### src/design/bloom_bit_transposer_assert.svh
// Assertion macros for the bloom bit transposer.
// Each macro checks on the rising edge of clk and is disabled while rst is high.
`ifndef BLOOM_BIT_TRANSPOSER_ASSERT_SVH
`define BLOOM_BIT_TRANSPOSER_ASSERT_SVH

// The antecedent implies the consequent in the same cycle.
`define BBT_ASSERT_NOW(label, ante, cons, msg) \
  label: assert property (@(posedge clk) disable iff (rst) (ante) |-> (cons)) \
    else $error(msg);

// The antecedent implies the consequent in the next cycle.
`define BBT_ASSERT_NEXT(label, ante, cons, msg) \
  label: assert property (@(posedge clk) disable iff (rst) (ante) |=> (cons)) \
    else $error(msg);

`endif

### src/design/bbt_pkg.sv
// ----------------------------------------------------------------------------
// bbt_pkg
// Sizes, word kinds and controller/datapath interface types of the bloom bit
// transposer.
// ----------------------------------------------------------------------------
`timescale 1ns / 1ps

package bbt_pkg;

  // Store geometry
  localparam int BLOOM_BITS      = 2048;
  localparam int SECTION_LEDGERS = 4096;
  localparam int CHUNK_BITS      = 64;

  localparam int ROW_BYTES   = (SECTION_LEDGERS + 7) / 8;
  localparam int STORE_BYTES = BLOOM_BITS * ROW_BYTES;
  localparam int ADDR_W      = $clog2(STORE_BYTES);

  // Input field widths
  localparam int KIND_W   = 2;
  localparam int OFFS_W   = 12;
  localparam int CHUNK_W  = 5;
  localparam int BITS_W   = 64;
  localparam int ROW_IN_W = 11;
  localparam int BYTE_W   = 9;

  // Chunk bit counter and bloom row arithmetic
  localparam int BIT_W = (CHUNK_BITS > 1) ? $clog2(CHUNK_BITS) : 1;
  localparam int R_W   = CHUNK_W + BIT_W;

  // Highest bit position within a byte; column 0 of a byte sits here
  localparam int BYTE_MSB = 7;

  // Word kinds
  localparam logic [KIND_W-1:0] KIND_ADD   = 2'd0;
  localparam logic [KIND_W-1:0] KIND_READ  = 2'd1;
  localparam logic [KIND_W-1:0] KIND_CLEAR = 2'd2;

  // Controller to datapath commands
  typedef struct packed {
    logic load;        // latch the accepted word
    logic clr_init;    // restart the clear sweep at address zero
    logic add_step;    // process one chunk bit
    logic rd_issue;    // issue the row byte read
    logic rd_capture;  // capture the read data into the result register
    logic clr_step;    // zero one store byte
  } bbt_cmd_t;

  // Datapath to controller status
  typedef struct packed {
    logic bit_last;    // chunk bit counter at its last position
    logic clr_last;    // clear sweep at the last store byte
  } bbt_stat_t;

endpackage

### src/design/bbt_ctrl.sv
// ----------------------------------------------------------------------------
// bbt_ctrl
// Sequencer of the bloom bit transposer: decodes accepted words and steps the
// datapath through chunk bits, row reads and clear sweeps.
// ----------------------------------------------------------------------------
`timescale 1ns / 1ps

module bbt_ctrl (
  input  logic                        clk,
  input  logic                        rst,
  input  logic                        start,
  input  logic [bbt_pkg::KIND_W-1:0]  kind,
  input  bbt_pkg::bbt_stat_t          stat,
  output bbt_pkg::bbt_cmd_t           cmd,
  output logic                        busy
);

  typedef enum logic [2:0] {
    ST_IDLE,
    ST_ADD,
    ST_RD_ISSUE,
    ST_RD_CAPTURE,
    ST_CLEAR
  } state_t;

  state_t state;
  state_t state_next;
  logic   accept;

  assign busy   = (state != ST_IDLE);
  assign accept = start && !busy;

  // Decode commands from the state
  always_comb begin
    cmd            = '0;
    cmd.load       = accept;
    cmd.clr_init   = accept && (kind == bbt_pkg::KIND_CLEAR);
    cmd.add_step   = (state == ST_ADD);
    cmd.rd_issue   = (state == ST_RD_ISSUE);
    cmd.rd_capture = (state == ST_RD_CAPTURE);
    cmd.clr_step   = (state == ST_CLEAR);
  end

  // Next state
  always_comb begin
    state_next = state;
    unique case (state)
      ST_IDLE: begin
        if (start) begin
          unique case (kind)
            bbt_pkg::KIND_ADD:   state_next = ST_ADD;
            bbt_pkg::KIND_READ:  state_next = ST_RD_ISSUE;
            bbt_pkg::KIND_CLEAR: state_next = ST_CLEAR;
            default:             state_next = ST_IDLE;
          endcase
        end
      end
      ST_ADD: begin
        if (stat.bit_last) begin
          state_next = ST_IDLE;
        end
      end
      ST_RD_ISSUE:   state_next = ST_RD_CAPTURE;
      ST_RD_CAPTURE: state_next = ST_IDLE;
      ST_CLEAR: begin
        if (stat.clr_last) begin
          state_next = ST_IDLE;
        end
      end
      default: state_next = ST_IDLE;
    endcase
  end

  // Hold state; reset starts the clear sweep
  always_ff @(posedge clk) begin
    if (rst) begin
      state <= ST_CLEAR;
    end else begin
      state <= state_next;
    end
  end

endmodule

### config.mk
export PLATFORM = sky130hd
export DESIGN_NAME = bbt_ctrl
export DESIGN_NICKNAME = d
export VERILOG_FILES = /design/src/design/bloom_bit_transposer_assert.svh /design/src/design/bbt_pkg.sv /design/src/design/bbt_ctrl.sv
export SDC_FILE = /design/constraint.sdc
export NUM_CORES = 1
export LEC_CHECK = 0
export BUFFER_PORTS_ARGS = -buffer_cell sky130_fd_sc_hd__buf_2
export CAP_MARGIN = 15
export CORE_AREA = 2 2 39 41
export DETAILED_ROUTE_END_ITERATION = 8
export DIE_AREA = 0 0 41 43
export GPL_TIMING_DRIVEN = 0
export PLACE_DENSITY = 0.37
export SETUP_SLACK_MARGIN = 0.1
export SKIP_CTS_REPAIR_TIMING = 1
export SLEW_MARGIN = 20
export SYNTH_ARGS = -nofsm -noshare
export SYNTH_HDL_FRONTEND = slang
export SYNTH_SLANG_ARGS = --single-unit
### constraint.sdc
create_clock -name clk -period 2.6 [get_ports clk]
set_clock_uncertainty 0.2 [all_clocks]
set_input_delay 0.52 -clock clk [delete_from_list [all_inputs] [get_ports clk]]
set_output_delay 0.52 -clock clk [all_outputs]
set_load 0.05 [all_outputs]
==> flow_summary_export.csv <==
group,metric,value,unit
power_and_ir_drop,p_per_area,554,mW/mm²
synth,async_flop_share,0,%
routing,antenna_left,0,
power_and_ir_drop,vdd_drop_max,0.000156,V
outcome,outcome,"finished, final reports clean",
layout,area_growth_syn_to_layout,53.9,%
floorplanning,ios,14,
setup_path,cp.depth,3,
place,dp_cells,51,
sta,rsz0062_at_grt,"no",
setup_path,crit_type,"reg2out",
setup_path,path_cells,"or3_4 > nor4_4 > buf_2",
sta,relSlewSlack,82.5,%
routing,wire_per_inst,9.25,µm
layout,antenna_cells,0,
worst_hold_path,hp-start,"rst",
cts,cts_htree_levels,1,
synth,ys_top_cells_by_area,"dfxtp_1 (29%), nor3b_1 (11%), nor4_4 (10%), inv_1 (5.5%), mux2_2 (5.5%)",
synth,synth-seq-cells,3,
layout,largest_reg_flops,3,
floorplanning,die_w,41,µm
sta,drv_slew,0,
sta,period_share,84.7,%
setup_path,timing.rr.start,"state[2]$_SDFFE_PP1P_",
job,drv_cap,0,
synth,yosys_warnings,0,
sta,holdWs,0.291,ns
cts,clock_path_buffers,2,
floorplanning,core_area,0.00138,mm²
global_routing,antenna_found_initial,0,
synth,synth_top_cell_by_area,"dfxtp_1",
synth,syn_avg_cell_area,9.38,µm²
power_and_ir_drop,power.leakage,0.000163,µW
cts,cts_tree,"yes",
floorplanning,dieArea,0.00176,mm²
cts,cts.sinks,3,
synth,synth_cells,22,
sta,fmax,0.454,GHz
layout,drive_gt1_share,59.0,%
place,place.gp.congestion,0.627,
layout,layout.core_utilization,23.0,%
global_routing,grt_pass1_vias,211,
layout,final_nets,47,
setup_path,worstPathArrival,1.48,ns
setup_path,critPathRequiredTime,1.88,ns
cts,cts_root_buf,"clkbuf_4",
setup_path,rrSetupSlack,1.26,ns
place,portBuffers,13,
global_routing,grt_pass1_wl,807,µm
sta,fin_setup_tns,0,ns
layout,final_cells,55,
global_routing,grt_max_degree,9,
setup_path,crit_path_start_kind,"register",
routing,vias,224,
place,dpl_cell_area,292,µm²
synth,synth-edff-count,0,
layout,reg_top3,"state: 3 flops",
synth,syn_nets,29,
setup_path,critPathBufInv,1,
setup_path,rr_worst_depth,3,
cts,cts_buffers,3,
sta,worst_pin_slew,0.262,ns
sta,setup_viol_count_final,0,
layout,multiInputGateArea,128,µm²
floorplanning,num_rows,14,
floorplanning,chipHeight,43,µm
setup_path,endpoint_kind,"primary output",
sta,hold_violations,0,
global_routing,grt_usage,7.01,%
layout,final_cell_area,318,µm²
routing,remaining_drc_errors,0,
setup_path,crit_family,"simple AND/OR/NAND/NOR gates",
setup_path,slowest_delay,0.43,ns
global_routing,grt.overflow.total,0,
layout,fill_cells,167,
layout,regArea,60.1,µm²
worst_hold_path,hold_class,"in2reg",
synth,synth_top_flop_cell,"dfxtp_1",
routing,postRouteWirelength,509,µm
synth,ys_types,15,
cts,path_clk_slew,0.03,ns
setup_path,r2r_end,"state[1]$_SDFFE_PP0P_",
synth,synth_common_cells,"dfxtp_1 (3), inv_1 (3), nor3b_1 (3)",
sta,finalCriticalPeriod,2.20,ns
setup_path,crit_path_end,"cmd[4]",
setup_path,startpoint,"state[0]$_SDFFE_PP0P_",
synth,synth_top_area_share,29.1,%
routing,drt_first_pass_iters,2,
routing,drt_iter0_drc,3,
place,hpwlAfterDp,432,µm
floorplanning,initial_core_util,14.9,%
cts,clk_latency,0.23,ns
setup_path,crit_slowest_cell,"or3_4",
setup_path,cp_max_fo,8,
routing,via_per_inst,4.07,
layout,regMostFlops,"state",
synth,netlist_area,206,µm²
synth,seq_area_frac_synth,29.1,%
final cells by class:
cell class,count,share of cell area (%)
Buffer,1,2.36
Clock buffer,4,8.27
Inverter,3,3.54
Multi-Input combinational cell,15,40.2
Sequential cell,3,18.9
Tap cell,16,6.30
Timing Repair Buffer,13,20.5
routing by layer:
metal	vias to the layer above	wire length [µm]	track usage, %
met5	-	0	0
met2	8	266	9.69
met1	101	197	7.67
li1	115	-	-
met4	0	0	6.00
met3	0	45	3.14
cells by family after synthesis:
family	after synthesis	synth area share, %
simple gates	10	40.6
compound gates	4	15.8
buf+inv	4	9.09
flops	3	29.1
mux	1	5.45
cell usage in the layout, fill, tap and decap left out:
master | synthesis | routed
a31oi_1 | 1 | 1
nor4_4 | 1 | 1
buf_2 | 0 | 13
o311a_2 | 1 | 1
o21ai_0 | 1 | 1
buf_4 | 1 | 1
clkbuf_4 | 0 | 3
nor3_1 | 1 | 1
or3_4 | 1 | 1
clkbuf_1 | 0 | 1
inv_1 | 3 | 3
nor4_1 | 1 | 1
a211o_2 | 1 | 1
mux2_2 | 1 | 1
nor3b_1 | 3 | 3
nor2_1 | 2 | 2
dfxtp_1 | 3 | 3
and3b_2 | 1 | 1
worst min-delay path by stage:
stage	endpoint	slack, ns	depth (start not counted)
final	state[1]$_SDFFE_PP0P_	0.29	2
after global routing	state[1]$_SDFFE_PP0P_	0.29	2
after CTS	state[1]$_SDFFE_PP0P_	0.28	2
after detailed placement	state[1]$_SDFFE_PP0P_	0.36	1
after global placement	state[1]$_SDFFE_PP0P_	0.37	1
after floorplan	state[1]$_SDFFE_PP0P_	0.31	1
through the flow:
stage               power [µW]  setup WS, ns
floorplan                 84.7         0.238
global placement          97.0         0.632
detailed placement        97.5         0.615
CTS                        183         0.369
global route               192         0.302
finish                     176         0.398
report_power, final:
part	switching [µW]	internal [µW]	leakage, µW
Clock	22.5	57.4	0.0000150
Combinational	28.7	15.6	0.000123
Sequential	3.50	48.4	0.0000246
No activity file was read; power rests on OpenSTA's default activity.
